`config.mk`:
```
export PLATFORM = sky130hd
export DESIGN_NAME = distance_median_average_filter
export DESIGN_NICKNAME = d
export VERILOG_FILES = /design/src/sv/dmaf_pkg.sv /design/src/sv/distance_median_average_filter.sv
export SDC_FILE = /design/constraint.sdc
export NUM_CORES = 1
export LEC_CHECK = 0
export ABC_AREA = 1
export BUFFER_PORTS_ARGS = -buffer_cell sky130_fd_sc_hd__buf_2
export CORE_UTILIZATION = 50
export CTS_CLUSTER_SIZE = 40
export DETAILED_ROUTE_END_ITERATION = 16
export GPL_TIMING_DRIVEN = 0
export PLACE_DENSITY = 0.68
export RECOVER_POWER = 25
export SYNTH_ARGS = -nofsm -noshare
export SYNTH_HDL_FRONTEND = slang
export SYNTH_SLANG_ARGS = --single-unit
```
`constraint.sdc`:
```
create_clock -name clk_i -period 14.8 [get_ports clk_i]
set_input_delay 3.7 -clock clk_i [delete_from_list [all_inputs] [get_ports clk_i]]
set_output_delay 3.7 -clock clk_i [all_outputs]
set_load 0.02 [all_outputs]
```
`src/sv/dmaf_pkg.sv`:
```
package dmaf_pkg;

  // Default ring depths
  localparam int unsigned MedianDepthDefault  = 5;
  localparam int unsigned AverageDepthDefault = 8;

  // Field widths
  localparam int unsigned DistW = 16;
  localparam int unsigned TimeW = 32;
  localparam int unsigned CntW  = 8;
  localparam int unsigned IdxW  = 3;

  // Saturation limit of the run counters
  localparam logic [CntW-1:0] SatMax = 8'd255;

  // Register indexes
  localparam logic [IdxW-1:0] RegMinValid    = 3'd0;
  localparam logic [IdxW-1:0] RegMaxValid    = 3'd1;
  localparam logic [IdxW-1:0] RegStop        = 3'd2;
  localparam logic [IdxW-1:0] RegStopConfirm = 3'd3;
  localparam logic [IdxW-1:0] RegJumpLimit   = 3'd4;
  localparam logic [IdxW-1:0] RegJumpConfirm = 3'd5;
  localparam logic [IdxW-1:0] RegWarn        = 3'd6;
  localparam logic [IdxW-1:0] RegSlow        = 3'd7;

  // Register reset values
  localparam logic [DistW-1:0] MinValidRst    = 16'd40;
  localparam logic [DistW-1:0] MaxValidRst    = 16'd4000;
  localparam logic [DistW-1:0] StopRst        = 16'd150;
  localparam logic [CntW-1:0]  StopConfirmRst = 8'd2;
  localparam logic [DistW-1:0] JumpLimitRst   = 16'd300;
  localparam logic [CntW-1:0]  JumpConfirmRst = 8'd3;
  localparam logic [DistW-1:0] WarnRst        = 16'd500;
  localparam logic [DistW-1:0] SlowRst        = 16'd300;

  // Result status codes
  typedef enum logic [1:0] {
    StFiltered = 2'd0,
    StClose    = 2'd1,
    StRange    = 2'd2,
    StJump     = 2'd3
  } status_e;

  // Flags held from the last accepted sample
  typedef struct packed {
    logic too_close;
    logic slow;
    logic warning;
    logic valid;
  } flags_t;

  // Sequencer states
  typedef enum logic [9:0] {
    SIdle  = 10'b00_0000_0001,
    SEval  = 10'b00_0000_0010,
    SMAddr = 10'b00_0000_0100,
    SMCand = 10'b00_0000_1000,
    SMCmp  = 10'b00_0001_0000,
    SJump  = 10'b00_0010_0000,
    SPush  = 10'b00_0100_0000,
    SDiv   = 10'b00_1000_0000,
    SFin   = 10'b01_0000_0000,
    SOut   = 10'b10_0000_0000
  } state_e;

endpackage

```
`src/sv/distance_median_average_filter.sv`:
```
// Range sample filter: close-run priority, range check, median, jump rejection
// and moving average.
// Input channel (in_valid_i/in_ready_o) carries one beat: raw_mm_i and time_ms_i.
// Output channel (out_valid_o/out_ready_i) returns exactly one result beat per
// input beat. The block works on one sample at a time: in_ready_o is high only
// while idle, and the result sits in registers until out_ready_i takes it; the
// next sample is taken the cycle after that.
// Steps from the input beat to out_valid_o: a range reject is decided in the
// evaluation step, and a close report adds a push. On the median path: evaluation,
// then a rank search over the N filled median entries (one compare per cycle,
// each candidate read and compared against every entry), then the jump check,
// where a jump reject ends. An accepted median adds a push, the bit-serial
// mean divider and a finishing step.
// Configuration writes (cfg_we_i) take effect at once and are expected only
// while the block is idle.
// Reset clears the counters, ring pointers and fills and the held results and loads
// the register defaults; ring memories are not cleared, but only filled entries are read.
module distance_median_average_filter #(
  parameter int unsigned MEDIAN_DEPTH  = dmaf_pkg::MedianDepthDefault,
  parameter int unsigned AVERAGE_DEPTH = dmaf_pkg::AverageDepthDefault
) (
  input  logic                        clk_i,
  input  logic                        rst_ni,
  // configuration
  input  logic                        cfg_we_i,
  input  logic [dmaf_pkg::IdxW-1:0]   cfg_idx_i,
  input  logic [dmaf_pkg::DistW-1:0]  cfg_data_i,
  // input channel
  input  logic                        in_valid_i,
  output logic                        in_ready_o,
  input  logic [dmaf_pkg::DistW-1:0]  raw_mm_i,
  input  logic [dmaf_pkg::TimeW-1:0]  time_ms_i,
  // output channel
  output logic                        out_valid_o,
  input  logic                        out_ready_i,
  output logic [1:0]                  status_o,
  output logic [dmaf_pkg::DistW-1:0]  filt_mm_o,
  output logic                        valid_res_o,
  output logic                        warning_o,
  output logic                        slow_o,
  output logic                        too_close_o,
  output logic [dmaf_pkg::TimeW-1:0]  last_valid_time_o,
  output logic [dmaf_pkg::TimeW-1:0]  accept_count_o
);
  import dmaf_pkg::*;

  localparam int unsigned MIdxW  = (MEDIAN_DEPTH > 1) ? $clog2(MEDIAN_DEPTH) : 1;
  localparam int unsigned MFillW = $clog2(MEDIAN_DEPTH + 1);
  localparam int unsigned AIdxW  = (AVERAGE_DEPTH > 1) ? $clog2(AVERAGE_DEPTH) : 1;
  localparam int unsigned AFillW = $clog2(AVERAGE_DEPTH + 1);
  localparam int unsigned SumW   = DistW + $clog2(AVERAGE_DEPTH);
  localparam int unsigned DCntW  = $clog2(SumW);

  localparam logic [MIdxW-1:0]  MLast = MIdxW'(MEDIAN_DEPTH - 1);
  localparam logic [MFillW-1:0] MFull = MFillW'(MEDIAN_DEPTH);
  localparam logic [AIdxW-1:0]  ALast = AIdxW'(AVERAGE_DEPTH - 1);
  localparam logic [AFillW-1:0] AFull = AFillW'(AVERAGE_DEPTH);

  // Configuration registers
  logic [DistW-1:0] min_valid_q, max_valid_q, stop_q, jump_limit_q, warn_q, slow_q;
  logic [CntW-1:0]  stop_confirm_q, jump_confirm_q;

  always_ff @(posedge clk_i or negedge rst_ni) begin
    if (!rst_ni) begin
      min_valid_q    <= MinValidRst;
      max_valid_q    <= MaxValidRst;
      stop_q         <= StopRst;
      stop_confirm_q <= StopConfirmRst;
      jump_limit_q   <= JumpLimitRst;
      jump_confirm_q <= JumpConfirmRst;
      warn_q         <= WarnRst;
      slow_q         <= SlowRst;
    end else if (cfg_we_i) begin
      unique case (cfg_idx_i)
        RegMinValid:    min_valid_q    <= cfg_data_i;
        RegMaxValid:    max_valid_q    <= cfg_data_i;
        RegStop:        stop_q         <= cfg_data_i;
        RegStopConfirm: stop_confirm_q <= cfg_data_i[CntW-1:0];
        RegJumpLimit:   jump_limit_q   <= cfg_data_i;
        RegJumpConfirm: jump_confirm_q <= cfg_data_i[CntW-1:0];
        RegWarn:        warn_q         <= cfg_data_i;
        RegSlow:        slow_q         <= cfg_data_i;
        default: ;
      endcase
    end
  end

  // Sequencer and filter state
  state_e            state_q, state_d;
  logic [DistW-1:0]  raw_q, val_q, cand_q, last_acc_q, held_dist_q;
  logic [TimeW-1:0]  time_q, held_time_q, total_q;
  logic [CntW-1:0]   close_run_q, jump_run_q;
  logic              close_path_q;
  status_e           status_q;
  flags_t            held_flags_q;
  logic [MIdxW-1:0]  med_ptr_q, i_q, j_q;
  logic [MFillW-1:0] med_fill_q, rank_q;
  logic [AIdxW-1:0]  avg_ptr_q;
  logic [AFillW-1:0] avg_fill_q, divisor_q;
  logic [SumW-1:0]   sum_q, quo_q;
  logic [AFillW-1:0] rem_q;
  logic [DCntW-1:0]  dcnt_q;

  // Ring memories, one write and one registered read each
  logic [DistW-1:0]  med_ring [MEDIAN_DEPTH];
  logic [DistW-1:0]  avg_ring [AVERAGE_DEPTH];
  logic [DistW-1:0]  med_rd_q, avg_rd_q;
  logic [MIdxW-1:0]  med_rd_addr;
  logic              med_we, avg_we;

  // Early decisions on the captured sample
  logic              is_close, out_of_range, close_path;
  logic [CntW-1:0]   close_run_d;
  assign is_close     = (raw_q != '0) && (raw_q <= stop_q);
  assign close_run_d  = !is_close ? '0 :
                        (close_run_q == SatMax) ? SatMax : close_run_q + 1'b1;
  assign close_path   = close_run_d >= stop_confirm_q;
  assign out_of_range = (raw_q < min_valid_q) || (raw_q > max_valid_q);

  // Rank compare: entries below the candidate, ties broken by position
  logic              less, j_last, found;
  logic [MFillW-1:0] rank_fin;
  assign less     = (med_rd_q < cand_q) || ((med_rd_q == cand_q) && (j_q < i_q));
  assign j_last   = MFillW'(j_q) == (med_fill_q - 1'b1);
  assign rank_fin = rank_q + MFillW'(less);
  assign found    = rank_fin == (med_fill_q >> 1);

  // Jump check against the last accepted value
  logic [DistW-1:0]  diff;
  logic              is_jump, jump_hold;
  logic [CntW-1:0]   jump_inc;
  assign diff      = (val_q >= last_acc_q) ? val_q - last_acc_q : last_acc_q - val_q;
  assign is_jump   = (last_acc_q != '0) && (diff > jump_limit_q);
  assign jump_inc  = (jump_run_q == SatMax) ? SatMax : jump_run_q + 1'b1;
  assign jump_hold = is_jump && (jump_inc < jump_confirm_q);

  // Running sum and fill of the average ring
  logic [SumW-1:0]   sum_d;
  logic [AFillW-1:0] avg_fill_d;
  assign sum_d      = sum_q + SumW'(val_q)
                    - ((avg_fill_q == AFull) ? SumW'(avg_rd_q) : '0);
  assign avg_fill_d = (avg_fill_q == AFull) ? AFull : avg_fill_q + 1'b1;

  // Restoring divider step
  logic [AFillW:0]   trial;
  logic              q_bit;
  logic [DistW-1:0]  mean;
  assign trial = {rem_q, quo_q[SumW-1]};
  assign q_bit = trial >= {1'b0, divisor_q};
  assign mean  = quo_q[DistW-1:0];

  // Next state
  always_comb begin
    state_d = state_q;
    unique case (state_q)
      SIdle:  if (in_valid_i) state_d = SEval;
      SEval: begin
        if (close_path)        state_d = SPush;
        else if (out_of_range) state_d = SOut;
        else                   state_d = SMAddr;
      end
      SMAddr: state_d = SMCand;
      SMCand: state_d = SMCmp;
      SMCmp: begin
        if (j_last) state_d = found ? SJump : SMAddr;
      end
      SJump:  state_d = jump_hold ? SOut : SPush;
      SPush:  state_d = close_path_q ? SOut : SDiv;
      SDiv:   if (dcnt_q == '0) state_d = SFin;
      SFin:   state_d = SOut;
      SOut:   if (out_ready_i) state_d = SIdle;
      default: state_d = SIdle;
    endcase
  end

  // Median read address
  always_comb begin
    med_rd_addr = '0;
    if (state_q == SMAddr) med_rd_addr = i_q;
    else if (state_q == SMCmp && !j_last) med_rd_addr = MIdxW'(j_q + 1'b1);
  end

  assign med_we = (state_q == SEval) && !close_path && !out_of_range;
  assign avg_we = (state_q == SPush);

  // Memories
  always_ff @(posedge clk_i) begin
    if (med_we) med_ring[med_ptr_q] <= raw_q;
    med_rd_q <= med_ring[med_rd_addr];
  end

  always_ff @(posedge clk_i) begin
    if (avg_we) avg_ring[avg_ptr_q] <= val_q;
    avg_rd_q <= avg_ring[avg_ptr_q];
  end

  // Control and held result registers
  always_ff @(posedge clk_i or negedge rst_ni) begin
    if (!rst_ni) begin
      state_q      <= SIdle;
      close_run_q  <= '0;
      jump_run_q   <= '0;
      close_path_q <= 1'b0;
      status_q     <= StFiltered;
      med_ptr_q    <= '0;
      med_fill_q   <= '0;
      avg_ptr_q    <= '0;
      avg_fill_q   <= '0;
      sum_q        <= '0;
      last_acc_q   <= '0;
      held_dist_q  <= '0;
      held_flags_q <= '0;
      held_time_q  <= '0;
      total_q      <= '0;
      i_q          <= '0;
      j_q          <= '0;
      rank_q       <= '0;
      dcnt_q       <= '0;
    end else begin
      state_q <= state_d;
      unique case (state_q)
        SEval: begin
          close_run_q  <= close_run_d;
          close_path_q <= close_path;
          val_q        <= raw_q;
          i_q          <= '0;
          if (close_path) begin
            status_q <= StClose;
          end else if (out_of_range) begin
            status_q <= StRange;
          end else begin
            med_ptr_q <= (med_ptr_q == MLast) ? '0 : med_ptr_q + 1'b1;
            if (med_fill_q != MFull) med_fill_q <= med_fill_q + 1'b1;
          end
        end
        SMCand: begin
          cand_q <= med_rd_q;
          j_q    <= '0;
          rank_q <= '0;
        end
        SMCmp: begin
          rank_q <= rank_fin;
          j_q    <= MIdxW'(j_q + 1'b1);
          if (j_last) begin
            if (found) val_q <= cand_q;
            else       i_q   <= MIdxW'(i_q + 1'b1);
          end
        end
        SJump: begin
          if (is_jump) jump_run_q <= jump_inc;
          else         jump_run_q <= '0;
          if (jump_hold) status_q <= StJump;
          else           status_q <= StFiltered;
        end
        SPush: begin
          avg_ptr_q  <= (avg_ptr_q == ALast) ? '0 : avg_ptr_q + 1'b1;
          avg_fill_q <= avg_fill_d;
          sum_q      <= sum_d;
          last_acc_q <= val_q;
          quo_q      <= sum_d;
          rem_q      <= '0;
          divisor_q  <= avg_fill_d;
          dcnt_q     <= DCntW'(SumW - 1);
          if (close_path_q) begin
            held_dist_q  <= val_q;
            held_flags_q <= '{too_close: 1'b1, slow: 1'b1, warning: 1'b1, valid: 1'b1};
            held_time_q  <= time_q;
            total_q      <= total_q + 1'b1;
          end
        end
        SDiv: begin
          quo_q  <= {quo_q[SumW-2:0], q_bit};
          rem_q  <= q_bit ? AFillW'(trial - {1'b0, divisor_q}) : AFillW'(trial);
          dcnt_q <= dcnt_q - 1'b1;
        end
        SFin: begin
          held_dist_q  <= mean;
          held_flags_q <= '{too_close: close_run_q >= stop_confirm_q,
                            slow:      mean <= slow_q,
                            warning:   mean <= warn_q,
                            valid:     1'b1};
          held_time_q  <= time_q;
          total_q      <= total_q + 1'b1;
        end
        default: ;
      endcase
    end
  end

  // Input capture
  always_ff @(posedge clk_i) begin
    if (in_valid_i && in_ready_o) begin
      raw_q  <= raw_mm_i;
      time_q <= time_ms_i;
    end
  end

  // Ports
  assign in_ready_o        = state_q == SIdle;
  assign out_valid_o       = state_q == SOut;
  assign status_o          = status_q;
  assign filt_mm_o         = held_dist_q;
  assign valid_res_o       = held_flags_q.valid;
  assign warning_o         = held_flags_q.warning;
  assign slow_o            = held_flags_q.slow;
  assign too_close_o       = held_flags_q.too_close;
  assign last_valid_time_o = held_time_q;
  assign accept_count_o    = total_q;

endmodule

```
==> impl_results.md <==
- VDD IR max: 0.106 mV
- Vias in the first global route: 23.7k
- Max-cap viol count: 1
- Non-filler cells, final: 4611
- Largest net degree at the start of global routing: 111
- Post-Synthesis Cell Area: 32100 sq um
- Max incr delay on CP: 0.41 ns
- Post-Route WL: 84.0 mm
- Syn Inst Count: 3459
- CTS clk-pin slew, worst paths: roughly 0.060 ns
- Pwr Density: 160 nW/um^2
- Ys async rst share: 0.453
- CTS sink count: 634
- Syn Nets: ~3.8k
- Resize count post-CTS: 0
- Hold Crit Class: reg2reg
- Status: finished, violations left
- Final Util: 0.576
- Top cells by area, synth: edfxtp_1, dfrtp_1, nand2_1
- Slew @ Worst Pin: 1.74 ns
- Via count of the routed design: approximately 25k
- Distinct cell type count after synthesis: 58
- Cell taking the most area after synthesis: edfxtp_1
- Hold Violations, Final: 0
- Core box area: 63200 sq um
- Layout Nets: 4007
- CTS root buffer: clkbuf_16
- Worst skew pair latency: 0.63 ns
- Most common cell after layout, fill and taps aside: nand2_1
- Antenna Nets Post-Route: 0
- Max-Slew Margin vs Limit: -0.171
- # rows: ~90
- Initial antenna violation count: 1
- Leakage: 16.9 nW
- Period Utilization, post-route: 0.416
- Inst Count DP: 4484
- Avg Vias per Cell: between 5 and 6
- Setup TNS: 0 ns
- Total Routing Usage GR: 0.259
- Critical Path AT: 2.46 ns
- Initial drt markers: 1891
- Filler cells: 5625
- Worst Skew: 0.0266 ns
- Synth warn: 0
- RSZ-0062 raised after global routing: no
- CP Class: reg2out
- Tmin final: 6.16 ns
- Max Root-Sink Buffers: 3
- Final setup violation count: 0
- First-pass GRT wire length: 132 mm
- Port-buffer cells: 159
- H-tree levels: 3
- Layout area overhead: 13.4%
- Launch point of the worst hold path: med_rd_q[0]$_DFF_P_
- Routed WL per cell: 18.2 um
- DRC errors left: 0
- Total die area: 65200 sq um
- CP Capture Type: output port
- Die H: 255 um
- Most frequent CP cell: nor2_1
- Share of cells above drive strength 1: 0.0983
- Pwr Total: 5.81 mW
- Max frequency: about 0.16 GHz
- Failing checks: max-capacitance violations, max-slew violations
- CP bufs+invs: 2
- Crit path launch type: register
- WP data required: 11.10 ns
- Crit path from: state_q[4]$_DFFE_PN0P_
- Hold buffer count at cts: 0
- Mean Syn Cell Area: approximately 9.3 sq um
- Delay-heaviest family, CP: simple AND/OR/NAND/NOR gates
- EDFF count, synth: 315
- Starting Density: 0.508
- Seq/Total Area, Yosys: 0.540
- Slowest CP cell: dfrtp_1
- Setup Fix Bufs, Post-CTS: 0
- Crit Path Max Fanout: 9
- CTS tree: done
- Iteration count of the initial detailed-routing pass: 6
- Final GP Congestion: between 0.9 and 1
- Max-slew violations: 10
- I/O Pins: 160
- Die width: 255 um
- Grt total ovfl: 0
- R2r startpoint: raw_q[1]$_DFFE_PP_
- Num CTS Buffers: 68
- HPWL after DPL: slightly above 60 mm
- Post-synth top flop: edfxtp_1
- Yosys top cell area share: 0.295
- #FFs+latches synth: 634
- Crit path cell chain: nor2_1 > nand2_1 > nor2_1 > clkinv_1 > nor3_1 > buf_2
- Commonest non-fill, non-tap cells in the layout: nand2_1, inv_1, edfxtp_1
-- worst register-to-register path, cell delays in order (launching register included) --
cell      delay, ns
edfxtp_1       0.74
ha_1           0.38
a21oi_1        0.15
o21ai_0        0.12
nand2_1        0.08
nand3_1        0.06
nand2_1        0.06
nand2_1        0.04
nand2_1        0.27
nand2_1        0.24
a21oi_1        0.20
ha_1           0.27
a21oi_1        0.16
o21ai_0        0.10
nand2_1        0.10
nand4_1        0.08
inv_1          0.10
nand3_1        0.28
inv_2          0.27
nand2_1        0.14
nor2_1         0.96
-- cell usage after synthesis (9+ instances only) --
cell type / count
a221oi_1: 14
clkbuf_1: 51
o21a_1: 9
ha_1: 208
nor4_1: 11
a31oi_1: 20
nand4_1: 50
dfxtp_1: 32
a22oi_1: 19
dfrtp_1: 257
nand2_1: 919
xor2_1: 48
fa_1: 19
nand3_1: 131
nand3b_1: 36
o21bai_1: 9
edfxtp_1: 315
buf_2: 22
inv_1: 496
a21oi_1: 126
nor3_1: 46
xnor2_1: 20
o21ai_0: 266
a22o_1: 14
nor2_1: 207
dfstp_2: 30
-- cell families (layout without fill, tap and decap cells) --
group           count (synthesis)  count (layout)  synth area share
other cells                     0               1                 0
simple gates                 1427            1427             0.187
fa+ha+maj                     227             227            0.0930
xor+xnor                       68              68            0.0186
compound gates                515             515            0.0908
flops                         634             634             0.540
buf+inv                       588             893            0.0713
-- metrics by stage --
step           area (sq um)  setup slack, ns  hold WS (ns)
3_3_place_gp          33900             2.17         0.414
3_5_place_dp          34200             8.09         0.419
4_1_cts               36400             8.75         0.433
2_1_floorplan         32100             5.81         0.408
6_report              36400             8.64         0.430
5_1_grt               36400             8.48         0.447
-- final cells by class --
| cell class | count | area (sq um) | area share |
|---|---|---|---|
| clock buffer | 91 | 1830 | 0.0503 |
| sequential | 634 | 17300 | 0.476 |
| buffer | 83 | 355 | 0.00977 |
| tap | 846 | 1060 | 0.0291 |
| antenna | 1 | 2.50 | 0.0000688 |
| timing repair buffer | 179 | 1060 | 0.0291 |
| multi-input combinational | 2237 | 12500 | 0.343 |
| clock inverter | 35 | 370 | 0.0102 |
| inverter | 505 | 1900 | 0.0522 |
-- worst paths after layout --
path	slack, ns	depth (start not counted)	end
min in group asynchronous	3.13	1	stop_q[11]$_DFFE_PN0P_
max reg2reg	9.63	20	med_ring[4][0]$_DFFE_PP_
min reg2reg	0.43	0	cand_q[0]$_DFFE_PP_
min	0.43	0	cand_q[0]$_DFFE_PP_
max in group asynchronous	10.61	2	accept_count_o[22]$_DFFE_PN0P_
max	8.64	6	out_valid_o
-- where the power goes --
group / internal (mW) / total (mW) / switching [mW]
Clock: 0.941 / 1.67 / 0.734
Combinational: 0.606 / 1.77 / 1.17
Sequential: 2.15 / 2.36 / 0.202
-- per-layer routing --
metal,global-route usage,vias to the layer above,share of wire
li1,-,11920,-
met2,0.425,687,0.47
met3,0.0399,166,0.061
met1,0.349,11775,0.44
met4,0.0947,0,0.034
met5,0,-,0
-- state kept, by name (all words and copies together) (netlist names), 19 cells and up --
signal and flops:
sum_q 19, avg_ring 128, time_q 32, med_ring 80
quo_q 19, accept_count_o 32, last_valid_time_o 32
Power figures use the tool's default switching activity.
